`src/hdl/ims_pkg.sv`:
```
// Shared types and constants for the integer matrix square block.
// No dependencies; used by every module under hdl except ims_mem.
package ims_pkg;

	localparam int WORD_W = 32;
	localparam int IDX_W  = 6;
	localparam int DIM_W  = 7;

	localparam logic [DIM_W-1:0] DIM_RESET = 7'd64;

	localparam logic CMD_LOAD  = 1'b0;
	localparam logic CMD_QUERY = 1'b1;

	typedef enum logic [1:0] {
		ST_IDLE,
		ST_RUN,
		ST_FLUSH,
		ST_DONE
	} ims_state_t;

	// sequencer to multiply-accumulate datapath
	typedef struct packed {
		logic clear;  // start of a query, zero the accumulator
		logic issue;  // a read pair goes to both stores this cycle
		logic a_ok;   // query row lies inside the store
		logic b_ok;   // query column lies inside the store
	} ims_ctl_t;

endpackage

```
`src/hdl/ims_mac.sv`:
```
// Multiply-accumulate datapath: registered product, then wrapping 32-bit sum.
// Depends on ims_pkg; fed by the two store read ports.
module ims_mac
	import ims_pkg::*;
(
	input  logic              clk,
	input  logic              arst_n,
	input  ims_ctl_t          ctl,
	input  logic [WORD_W-1:0] a_rdata,
	input  logic [WORD_W-1:0] b_rdata,
	output logic              busy,
	output logic [WORD_W-1:0] acc
);

	logic              valid_s1;
	logic              valid_s2;
	logic [WORD_W-1:0] prod_s2;
	logic [WORD_W-1:0] acc_q;
	logic [WORD_W-1:0] a_op;
	logic [WORD_W-1:0] b_op;

	// an element outside the store counts as zero
	assign a_op = ctl.a_ok ? a_rdata : '0;
	assign b_op = ctl.b_ok ? b_rdata : '0;

	always_ff @(posedge clk or negedge arst_n) begin
		if (!arst_n) begin
			valid_s1 <= 1'b0;
			valid_s2 <= 1'b0;
		end else begin
			valid_s1 <= ctl.issue;
			valid_s2 <= valid_s1;
		end
	end

	always_ff @(posedge clk) begin
		prod_s2 <= WORD_W'(a_op * b_op);
		if (ctl.clear) begin
			acc_q <= '0;
		end else if (valid_s2) begin
			acc_q <= acc_q + prod_s2;
		end
	end

	assign busy = valid_s1 | valid_s2;
	assign acc  = acc_q;

endmodule

```
`config.mk`:
```
export PLATFORM = sky130hd
export DESIGN_NAME = ims_mac
export DESIGN_NICKNAME = d
export VERILOG_FILES = /design/src/hdl/ims_pkg.sv /design/src/hdl/ims_mac.sv
export SDC_FILE = /design/constraint.sdc
export NUM_CORES = 1
export LEC_CHECK = 0
export BUFFER_PORTS_ARGS = -buffer_cell sky130_fd_sc_hd__buf_2
export CAP_MARGIN = 20
export CORE_MARGIN = 2
export CORE_UTILIZATION = 65
export CTS_CLUSTER_DIAMETER = 120
export DETAILED_ROUTE_END_ITERATION = 10
export MAX_ROUTING_LAYER = met4
export PLACE_DENSITY = 0.84
export SYNTH_ARGS = -nofsm -noshare
export SYNTH_HDL_FRONTEND = slang
export SYNTH_SLANG_ARGS = --single-unit
```
`constraint.sdc`:
```
create_clock -name clk -period 3.6 [get_ports clk]
set_input_delay 0.54 -clock clk [delete_from_list [all_inputs] [get_ports clk]]
set_output_delay 0.54 -clock clk [all_outputs]
set_load 0.02 [all_outputs]
```
==> impl_metrics.toml, run 1 <==
[floorplan]
row_count = 62
start_util = 0.6601
die_x_um = 174.5
pin_count = 103
die_y_um = 174.5

[placed_design]
gp_congestion = 1.098
portBuffers = 102
placed_cells_incl_taps = 2925
post_dp_cell_area_mm2 = 0.02279
post-dp-hpwl_um = 59420

[timing]
postGrtWorstEndpoint = "prod_s2[30]$_DFF_P_/D"
worstEndpointType = "register data pin"

[synth]
synth_cell_types = 63
ys_seq_area_frac = 0.07046
synth_fp_nets = 2814
synth_top_flop_cell = "dfxtp_1"
synthCells = 2181
synth_area_mm2 = 0.01889
synth.avg_cell_area_um2 = 8.663
ys_warn_count = 0
synth-seq-cells = 66
ys_async_sr_fraction = 0.03030
synth_edf_count = 0

[clock_network]
clkSinkCount = 66
htreeDepth = 3
cts.path.max_buffers = 2
root_buffer = "clkbuf_16"
numCtsBuffers = 9

[outcome]
stop_stage = "global routing (5_1_grt)"
status = "did not finish"
error_line = "[ERROR GRT-0232] Routing congestion too high. Check the congestion heatmap in the GUI."

[global_route]
track_usage = 0.8714
grt_start_max_net_pins = 40
overflow = 407
==> layer usage <==
| metal | GRT overflow | track usage |
|---|---|---|
| met2 | 217 | 0.9983 |
| met1 | 41 | 0.8635 |
| met5 | - | - |
| met4 | 110 | 0.8483 |
| met3 | 39 | 0.7297 |
==> per-stage QoR <==
step	TNS (ns)	hold slack (ns)	setup WS [ns]
3_5_place_dp	-81.90	0.3308	-3.986
2_1_floorplan	-66.24	0.2444	-3.432
3_3_place_gp	-76.01	0.3240	-3.689
4_1_cts	-67.89	0.3054	-3.328
==> synth_stat cells (all sizes together), types with 13 or more instances <==
cell	number	area (um2)
and2	82	513.0
ha	154	1927
o21ai	23	118.9
fa	409	8188
dfxtp	64	1281
xnor2	87	762.0
a211oi	14	115.1
a21o	26	195.2
a21oi	48	247.7
nand3	41	205.2
clkbuf	83	311.6
and3	13	81.33
xor2	22	192.7
inv	406	1524
nor2	287	1077
nand2	296	1111
mux2i	22	220.2
==> timing repair <==
action / 4_1_cts
endpoints found under the hold margin: 2
setup endpoints to repair: 28
gates resized for setup: 210
setup buffers: 48
hold buffers: 1
pin swaps: 74
cloned: 3
==> cell families after synthesis <==
family,after synthesis,synth area share
adders and majority gates,563,0.5353
muxes,24,0.01305
xor gates and xnor gates,109,0.05053
and+or+nand+nor,753,0.1704
buffers and inverters,499,0.09946
DFF,66,0.07046
AOI/OAI and AO/OA,167,0.06079
==> run 2, diff against run 1 <==
- CORE_UTILIZATION: 65 -> 40
- CTS_CLUSTER_DIAMETER: 120 -> not set
- MAX_ROUTING_LAYER: met4 -> not set
- PLACE_DENSITY: 0.84 -> not set
- PLACE_DENSITY_LB_ADDON: not set -> 0.15
==> run 2 against run 1 <==
Effect of this change:
- the flow now finishes, with violations (negative setup slack)
- area after synthesis did not move
- synthesized cell count did not move
==> impl_metrics.toml, run 2 <==
[clock_network]
numCtsBuffers = 9
root_buffer = "clkbuf_16"
clkSlewWorstSetupHoldPaths_ns = 0.07
clkSinkCount = 66
htreeDepth = 3
worstSkewPairLatency_ns = 0.36
cts.path.max_buffers = 2
cts_tree = "built"

[layout]
syn2layout_area_growth_pct = 30.92
layout.nets = 3229
antenna_cells = 0
design_area_mm2 = 0.02474
fill_cells = 4354
final_cell_mix = "386 x inv_1, 367 x fa_1, 330 x buf_4, 268 x nand2_1, 260 x nor2_1"
final_common_cell = "inv_1"
final_layout_size_suffix_gt1_frac = 0.2872

[placed_design]
pre_cts_ws_ns = -3.857
post-dp-hpwl_um = 58660
portBuffers = 102
gp_congestion = 1.048
post_dp_cell_area_mm2 = 0.02306

[pwr]
p_seq_frac = 0.100
swShare = 0.4702
p_clk_frac = 0.066
p_sw_mw = 5.923
power_frac_comb = 0.834
ir_drop_mv = 0.5274
p_leak_nw = 12.05
p_total_mw = 12.60
power_density_mw_per_mm2 = 509.2
intPower_mw = 6.673

[floorplan]
die_area_mm2 = 0.04899
core_mm2 = 0.04656
die_y_um = 221.3
start_util = 0.4058
row_count = 79
pin_count = 103
die_x_um = 221.3

[setup_path]
critPathBufInv = 12
start_kind = "input port"
critPathMaxFanout = 8
crit_arrival_ns = 7.09
end_kind = "flip-flop"
slowest_stage = "fa_1"
critPathKind = "in -> reg"
max_stage_delay_ns = 0.54
path_delay_family = "adder cells"
cp.required_ns = 3.89
cp_common_cell = "fa_1"

[global_route]
overflow = 0
grt_pass1_wl_um = 103500
track_usage = 0.2797
grtUsageMet2 = 0.4772
gr-usage-met3 = 0.02616
grtUsageMet1 = 0.3650
antenna_found_initial = 1
grt_start_max_net_pins = 40
grt_pass1_vias = 17718
busiest_layer = "met2"

[routing]
drc = 0
avgRoutedWirePerCell_um = 20.84
drtAntennaViolNets = 0
drt_iter0_drc = 1033
first_pass_iters = 5
num_vias = 16144
via_per_inst = 5.032
wl_um = 66850

[synth]
synthCells = 2181
ys_async_sr_fraction = 0.03030
synth-adder-area-share = 0.5353
synth_cell_types = 63
netlist.area_leader.share = 0.4333
synthTopCellsByCount = "409 x fa_1, 406 x inv_1, 296 x nand2_1, 287 x nor2_1, 154 x ha_1"
synth.avg_cell_area_um2 = 8.663
synth-seq-cells = 66
synth_fp_nets = 2814
synthXorXnorAreaFrac = 0.05053
synth_edf_count = 0
ys_seq_area_frac = 0.07046
synth_area_mm2 = 0.01889
synth_top_flop_cell = "dfxtp_1"
synth_top_family_by_area = "adder cells"
synth.most_common_cell = "fa_1"
synth-compound-area-share = 0.06079
yosys.area_share.simple = 0.1704
yosys.area.top_type = "fa_1"
synth_mux_area_frac = 0.01305
ys_warn_count = 0
synthTopCellsByArea = "fa_1 43%, ha_1 10%, inv_1 8.1%"

[hold_path]
hp-class = "in -> reg"

[timing]
worst_slack_ns = -3.197
hold_viol = 0
fmaxAchievable_mhz = 147.1
finalCritPeriodShare = 1.888
finalClockSkew_ns = 0.01425
tightest_slew_ns = 0.7104
max-slew-margin-rel = 0.5264
fin_crit_ns = 6.797
setup_viol = 27
worst_hold_slack_ns = 0.3075
rsz0062_at_grt = "yes"
slew_viol_final = 0
fin_setup_tns_ns = -63.07

[flow_run]
drv_cap = 0

[outcome]
violations = "negative setup slack"
status = "finished with violations"
-- run 2: what timing repair did --
action | CTS | global route
endpoints found under the setup margin | 28 | 28
hold buffers | 1 | 0
resized for setup | 216 | 57
gates cloned | 1 | 0
pin swaps | 137 | 74
hold endpoints to repair | 2 | 0
buffers inserted | 38 | 7
-- run 2: cell type report --
type                    count  area [um2]  share of cell area
inverters                 406        1524             0.06161
repair buffers            497        3998              0.1616
flip-flops and latches     66        1333             0.05387
clock inverters             5       30.03            0.001214
clock buffers              11       242.7            0.009813
multi-input cells        1616       16850              0.6812
well taps                 607       759.5             0.03070
-- run 2: power by group through the flow --
stage | clock network (mW) | registers [mW] | logic, mW
after floorplan | 0 | 1.37 | 5.99
after global placement | 0 | 1.27 | 9.22
after detailed placement | 0 | 1.28 | 9.38
after CTS | 0.859 | 1.26 | 10.1
after global routing | 0.891 | 1.29 | 11.6
final | 0.834 | 1.26 | 10.5
-- run 2: worst paths after layout --
kind                            slack (ns)     start          end  depth (start not counted)
worst max-delay path                 -3.20    ctl[1]  prod_s2[31]                         30
worst min-delay path                  0.31    ctl[2]     valid_s1                          1
worst max register to register        0.38    acc[0]      acc[30]                         14
worst min register to register        0.38  valid_s1     valid_s2                          0
max in group asynchronous             2.98    arst_n     valid_s2                          2
min in group asynchronous             0.52    arst_n     valid_s2                          2
-- run 2: worst reg2reg max path: cells and delay by family, from the launching register on --
family,cells,cell delay [ns]
buffers and inverters,2,0.24
XOR/XNOR,1,0.15
AND/OR/NAND/NOR,2,0.36
adder cells (fa/ha/maj),2,0.62
AO/OA/AOI/OAI,7,1.33
flip-flops,1,0.37
-- run 2: metrics by stage --
stage	utilization	instances
3_5_place_dp	0.4953	3152
5_1_grt	0.5313	3208
6_report	0.5313	3208
4_1_cts	0.5258	3202
2_1_floorplan	-	2181
3_3_place_gp	0.4953	3152
-- run 2: cells by family (layout without fill, tap and decap cells) --
kind of cell,Yosys count,after routing
flip-flops,66,66
multiplexers,24,24
adder cells (fa/ha/maj),563,563
XOR/XNOR,109,109
AND/OR/NAND/NOR,753,753
buffers and inverters,499,919
AO/OA/AOI/OAI,167,167
-- run 2: metal layers --
metal,wire [um],vias up
met5,0,-
met4,3142,0
met3,3236,112
met2,32140,473
met1,28330,8147
li1,-,7412
Power figures use the tool's default switching activity.
