`config.mk`:
```
export PLATFORM = sky130hd
export DESIGN_NAME = ims_ctrl
export DESIGN_NICKNAME = d
export VERILOG_FILES = /design/src/hdl/ims_pkg.sv /design/src/hdl/ims_ctrl.sv
export SDC_FILE = /design/constraint.sdc
export NUM_CORES = 1
export LEC_CHECK = 0
export BUFFER_PORTS_ARGS = -buffer_cell sky130_fd_sc_hd__buf_4
export CORE_MARGIN = 2
export CORE_UTILIZATION = 46
export DETAILED_ROUTE_END_ITERATION = 10
export PLACE_DENSITY = 0.82
export SETUP_SLACK_MARGIN = 0.4
export SLEW_MARGIN = 20
export SYNTH_ARGS = -nofsm -noshare
export SYNTH_HDL_FRONTEND = slang
export SYNTH_SLANG_ARGS = --single-unit
```
`constraint.sdc`:
```
create_clock -name clk -period 3.1 [get_ports clk]
set_input_delay 0 -clock clk [delete_from_list [all_inputs] [get_ports clk]]
set_output_delay 0 -clock clk [all_outputs]
set_load 0.01 [all_outputs]
```
`src/hdl/ims_pkg.sv`:
```
// Shared types and constants for the integer matrix square block.
// No dependencies; used by every module under hdl except ims_mem.
package ims_pkg;

	localparam int WORD_W = 32;
	localparam int IDX_W  = 6;
	localparam int DIM_W  = 7;

	localparam logic [DIM_W-1:0] DIM_RESET = 7'd64;

	localparam logic CMD_LOAD  = 1'b0;
	localparam logic CMD_QUERY = 1'b1;

	typedef enum logic [1:0] {
		ST_IDLE,
		ST_RUN,
		ST_FLUSH,
		ST_DONE
	} ims_state_t;

	// sequencer to multiply-accumulate datapath
	typedef struct packed {
		logic clear;  // start of a query, zero the accumulator
		logic issue;  // a read pair goes to both stores this cycle
		logic a_ok;   // query row lies inside the store
		logic b_ok;   // query column lies inside the store
	} ims_ctl_t;

endpackage

```
`src/hdl/ims_ctrl.sv`:
```
// Sequencer: takes load and query transactions, walks k for a query.
// Depends on ims_pkg; drives the store addresses and ims_mac.
module ims_ctrl
	import ims_pkg::*;
#(
	parameter int MAX_DIM = 64,
	parameter int IW      = 6
) (
	input  logic               clk,
	input  logic               arst_n,
	input  logic               in_valid,
	output logic               in_ready,
	input  logic               cmd,
	input  logic [IDX_W-1:0]   row,
	input  logic [IDX_W-1:0]   col,
	input  logic [DIM_W-1:0]   dim_q,
	input  logic               mac_busy,
	input  logic               out_full,
	input  logic               out_ready,
	output logic               we,
	output logic [2*IW-1:0]    waddr,
	output logic [2*IW-1:0]    a_raddr,
	output logic [2*IW-1:0]    b_raddr,
	output ims_ctl_t           ctl,
	output logic               done,
	output logic [IDX_W-1:0]   qrow,
	output logic [IDX_W-1:0]   qcol
);

	ims_state_t state_q, state_d;

	logic [IDX_W-1:0] row_q;
	logic [IDX_W-1:0] col_q;
	logic [DIM_W-1:0] n_q;
	logic [DIM_W-1:0] k_q;
	logic             a_ok_q;
	logic             b_ok_q;
	logic [DIM_W-1:0] n_in;
	logic             row_in;
	logic             col_in;
	logic             take;
	logic [15:0]      row_w;
	logic [15:0]      col_w;
	logic [15:0]      rowq_w;
	logic [15:0]      colq_w;
	logic [15:0]      k_w;

	assign row_w  = 16'(row);
	assign col_w  = 16'(col);
	assign rowq_w = 16'(row_q);
	assign colq_w = 16'(col_q);
	assign k_w    = 16'(k_q);

	assign row_in = row_w < 16'(MAX_DIM);
	assign col_in = col_w < 16'(MAX_DIM);

	// zero means one, above the store size saturates
	always_comb begin
		if (dim_q == '0) begin
			n_in = DIM_W'(1);
		end else if (16'(dim_q) > 16'(MAX_DIM)) begin
			n_in = DIM_W'(MAX_DIM);
		end else begin
			n_in = dim_q;
		end
	end

	assign take  = in_valid && in_ready;
	assign we    = take && (cmd == CMD_LOAD) && row_in && col_in;
	assign waddr = {row_w[IW-1:0], col_w[IW-1:0]};

	assign a_raddr = {rowq_w[IW-1:0], k_w[IW-1:0]};
	assign b_raddr = {k_w[IW-1:0], colq_w[IW-1:0]};

	assign qrow = row_q;
	assign qcol = col_q;

	always_ff @(posedge clk or negedge arst_n) begin
		if (!arst_n) begin
			state_q <= ST_IDLE;
		end else begin
			state_q <= state_d;
		end
	end

	always_ff @(posedge clk) begin
		if (take && cmd == CMD_QUERY) begin
			row_q  <= row;
			col_q  <= col;
			n_q    <= n_in;
			a_ok_q <= row_in;
			b_ok_q <= col_in;
			k_q    <= '0;
		end else if (ctl.issue) begin
			k_q <= k_q + DIM_W'(1);
		end
	end

	always_comb begin
		state_d   = state_q;
		in_ready  = 1'b0;
		done      = 1'b0;
		ctl.clear = 1'b0;
		ctl.issue = 1'b0;
		ctl.a_ok  = a_ok_q;
		ctl.b_ok  = b_ok_q;
		case (state_q)
			ST_IDLE: begin
				in_ready = 1'b1;
				if (in_valid && cmd == CMD_QUERY) begin
					ctl.clear = 1'b1;
					state_d   = ST_RUN;
				end
			end
			ST_RUN: begin
				ctl.issue = 1'b1;
				if (k_q == n_q - DIM_W'(1)) begin
					state_d = ST_FLUSH;
				end
			end
			ST_FLUSH: begin
				if (!mac_busy) begin
					state_d = ST_DONE;
				end
			end
			ST_DONE: begin
				// wait for room in the output register
				if (!out_full || out_ready) begin
					done    = 1'b1;
					state_d = ST_IDLE;
				end
			end
			default: begin
				state_d = ST_IDLE;
			end
		endcase
	end

endmodule

```
; After elaboration in Yosys (flattened, before gate mapping)
; Cells that the tools add are included.
[word_totals]
reg_bits = 30
latch_bits = 0
ram_bits = 0
mem_bits_ro = 0
input_bits = 26
elab_cells = 46
n_memories = 0
[classes]
addsub = 2
multipliers = 0
n_div = 0
magnitude_cmp = 3
eq_ne = 8
shifts = 0
mux = 12
bitwise_logic = 1
n_reduce_logical = 12
[ops]
columns = op, n
row1 = 6-bit by 7-bit less-than comparator with 1-bit output (second input constant), 2
row2 = 2-bit 2-to-1 mux, 4
row3 = 2-bit != test (second input constant), 4
row4 = 2-bit case mux with 4 select lines, 1
row5 = 7-bit by 1-bit adder with 7-bit output (second input constant), 1
row6 = 7-bit == test, 1
row7 = 7-bit > comparator (second input constant), 1
row8 = 7-bit zero test, 1
row9 = 7-bit 2-to-1 mux, 1
row10 = 7-bit by 1-bit subtractor with 7-bit output (second input constant), 1
row11 = 1-bit logical AND, 6
row12 = 1-bit 2-to-1 mux, 6
row13 = 2-bit == test (second input constant), 2
row14 = 4-bit AND reduction, 1
row15 = 2-bit by 1-bit == test with 1-bit output (second input constant), 1
row16 = 2-bit zero test, 1
row17 = 2-bit OR reduction, 1
row18 = 1-bit zero test, 1
row19 = 1-bit logical OR, 1
row20 = 1-bit NOT, 1

; Logic depth before layout (Yosys ltp)
[logic_depth]
ltp_word = 6
mapped_depth = 9
mapped_depth_nobuf = 8

; Least setup slack after synthesis
; Ideal clock, no wire load.
[synth_path]
kind = register -> register
from = reg state_q[0]
to = reg state_q[0]
setup_ns = 0.077
arrival_ns = 2.123
required_ns = 3.023
setup_slack_ns = 0.900
path_stages_with_launch = 8
path_buffers = 1
cell_sequence = dfrtp_1 -> inv_1 -> ha_1 -> and3_1 -> clkbuf_1 -> o21ai_0 -> a211o_1 -> o21ai_1
[synth_via]
elab_chain_cells = 3
word_cells_on_any_way = 10
classes_between = 7 x eq/ne / 1 x mux / 2 x reduce/logical
[synth_rtl]
columns = item, line
row1 = from (decl), ims_ctrl.sv:30  ; ims_state_t state_q, state_d;
row2 = from (signal assigned), ims_ctrl.sv:82  ; state_q <= state_d;
row3 = 2-bit == test (tied with other cells), ims_ctrl.sv:107  ; case (state_q)
row4 = 2-bit != test (no source line), --
row5 = 4-bit AND reduction (no source line), --
; Parallel ways exist; a longest one is shown, timed or not.
; A chain may end at the register's enable or synchronous reset.

; Worst setup path after layout
[layout_path]
from = reg n_q[0]
to = reg state_q[1]
[layout_via]
elab_chain_cells = 4
[layout_rtl]
columns = item, line
row1 = from (decl), ims_ctrl.sv:34  ; logic [DIM_W-1:0] n_q;
row2 = from (signal assigned), ims_ctrl.sv:90  ; n_q <= n_in;
row3 = 7-bit by 1-bit subtractor with 7-bit output, ims_ctrl.sv:117  ; if (k_q == n_q - DIM_W'(1)) begin
row4 = 7-bit == test, ims_ctrl.sv:117
row5 = 2-bit != test (no source line), --
row6 = 4-bit AND reduction (no source line), --
; Every way passes these cells.

==> flow_summary.yaml <==
cts:
  numCtsBuffers: 3
  clock_sinks: 28
  cts_setup_buffers: 0
  clockRootBuffer: "clkbuf_4"
  cts-htree-levels: 1
  cts_tree: "done"
  clk_pin_slew_worst_paths_ns: 0.13
  cts_max_path_buffers: 2
  clock_latency_ns: 0.32
worst_setup_path:
  worst-r2r-setup-slack_ns: 0.71
  critical_path.max_fanout: 7
  rr_startpoint: "n_q[0]"
  ff2ff_path_depth: 8
  crit_type: "reg -> reg"
  start_kind: "flop"
  required_ns: 3.32
  r2r-end: "state_q[1]"
  cp.arrival_ns: 2.61
  worstSetupEndpointType: "flop"
layout:
  area_growth_pct: 35.3
  nNetsFinal: 252
  fin_cells: 265
  fillers: 279
  final_layout_size_suffix_gt1_share_pct: 37.9
  antenna_cells: 0
logic_synthesis:
  ys_seq_elements: 28
  postSynth.asyncResetShare_pct: 7.14
  synth.distinct_cells: 36
  syn-cell-area_um2: 1650
  synthMostInstantiatedCell: "buf_4"
  seq_area_frac_synth_pct: 46.1
  synth_largest_area_cell: "edfxtp_1"
  synth_warnings: 0
  ys.flop_type: "edfxtp_1"
  synthTopCellsByArea: "edfxtp_1, buf_4, dfxtp_1"
  synthCells: 156
  synth.top_cell.area_share_pct: 34.5
  avgSynthCellArea_um2: 10.6
  ys_top_cells_by_count: "buf_4, edfxtp_1, nand2_1, nor2_1, nor2b_1"
  synth-edff-count: 19
place:
  place_congestion: 0.780
  port_buffers: 78
  dp_hpwl_mm: 2.32
  dp.cells: 240
timing:
  maxSlewViolCount: 0
  rsz0062_at_grt: "false"
  fmax_mhz: 419
  final_hold_viol_count: 0
  setup_viol: 0
  finalCriticalPeriod_ns: 2.39
  setup_tns_ns: 0
  fin_crit_sh_pct: 77.1
  fin_skew_ns: 0.00142
die:
  fp-row-count: 21
  coreArea_um2: 3390
  ios: 81
  die_area_um2: 4090
  die_w_um: 63.9
  start_util_pct: 48.7
  die_y_um: 63.9
power:
  total_power_mw: 1.22
  cellPowerDensity_nw_per_um2: 547
  peakVddDrop_mv: 0.379
  leakagePower_nw: 0.993
global_route:
  grt_util_all_layers_pct: 16.1
  grt_pass1_vias: 1175
  grt_overflow: 0
  grt_max_degree: 28
  antenna_found_initial: 0
  grt_pass1_wl_mm: 5.26
routing:
  drtPass1Iterations: 4
  vias_per_cell: 4.71
  via_count: 1247
  drt-total-wl_mm: 3.27
  dr.first_iter.drc_count: 51
  wl_per_cell_um: 12.3
  drtAntennaViolNets: 0
  drc_errors: 0
hold_path:
  hold_path.class: "in -> reg"
  min_path_cells: 5
  min_to: "state_q[0]"
  min_from: "mac_busy"
run_status:
  outcome: "finished clean"
job:
  drv_cap: 0
[where the power goes]
part / leakage, nW / internal, mW / switching [mW]
logic: 0.722 / 0.285 / 0.245
registers: 0.256 / 0.471 / 0.0726
clock network: 0.0150 / 0.0504 / 0.0983
[cells in the final DEF (no fill, tap or decap), drive strengths merged, types with 3 or more instances in the layout]
cell and n:
nor2b 8, edfxtp 19, ha 6, clkbuf 4, buf 79, xor2 6, o21ai 7, nand2 9
inv 6, xnor2 6, nor3 3, dlygate4sd3 21, a21oi 4, nor2 9, dfxtp 7
[per-layer routing]
layer,GRT usage [%],wire length [um],up-vias
li1,-,-,613
met1,18.3,1240,591
met3,2.64,147,0
met5,0,0,-
met4,2.45,0,0
met2,31.5,1880,43
[area by class of cell]
cell class              count  area (um2)  area share [%]
inverters                   6        22.5            1.01
multi-input cells          81         564            25.3
clock buffers               4        26.3            1.18
flip-flops and latches     28         761            34.0
well taps                  46        57.6            2.58
repair buffers            100         803            35.9
[registers in the layout, summed over array words and instances, names as in the netlist]
register and count:
k_q 7, state_q 2, n_q 7, qrow 6, qcol 6
[cell families after synthesis]
group	count (synthesis)	share of synthesized area (%)
xor+xnor	13	7.80
other cells	1	0.227
buf+inv	48	20.0
compound gates	19	7.65
simple gates	39	12.4
mux	2	1.29
fa+ha+maj	6	4.55
flops	28	46.1
[critical path: stages, from the launching register on]
cell      delay (ns)
edfxtp_1        0.48
inv_1           0.09
ha_1            0.31
xor3_1          0.37
o32ai_1         0.12
a32oi_1         0.09
o22a_1          0.23
a211oi_2        0.26
mux2_1          0.35
[metrics by stage]
stage / hold slack, ns / util (%) / setup WS [ns] / instance area (um2)
2_1_floorplan: -0.296 / - / 0.900 / 1660
3_3_place_gp: -0.214 / 59.0 / 0.846 / 2000
3_5_place_dp: -0.215 / 59.0 / 0.725 / 2000
4_1_cts: 0.0882 / 65.9 / 0.713 / 2230
5_1_grt: 0.119 / 65.9 / 0.546 / 2230
6_report: 0.0957 / 65.9 / 0.711 / 2230
[how the worst max path moves through the flow]
stage / start / end / cells past startpoint
after floorplan: state_q[0] / state_q[0] / 7
after global placement: n_q[0] / state_q[1] / 8
after detailed placement: n_q[0] / state_q[1] / 8
after CTS: n_q[0] / state_q[1] / 8
after global routing: n_q[0] / state_q[1] / 8
final: n_q[0] / state_q[1] / 8
[repair_timing]
item	4_1_cts	5_1_grt
endpoints found under the hold margin	21	0
hold buffers	21	0
gates resized for setup	0	0
No activity file was read; power rests on OpenSTA's default activity.
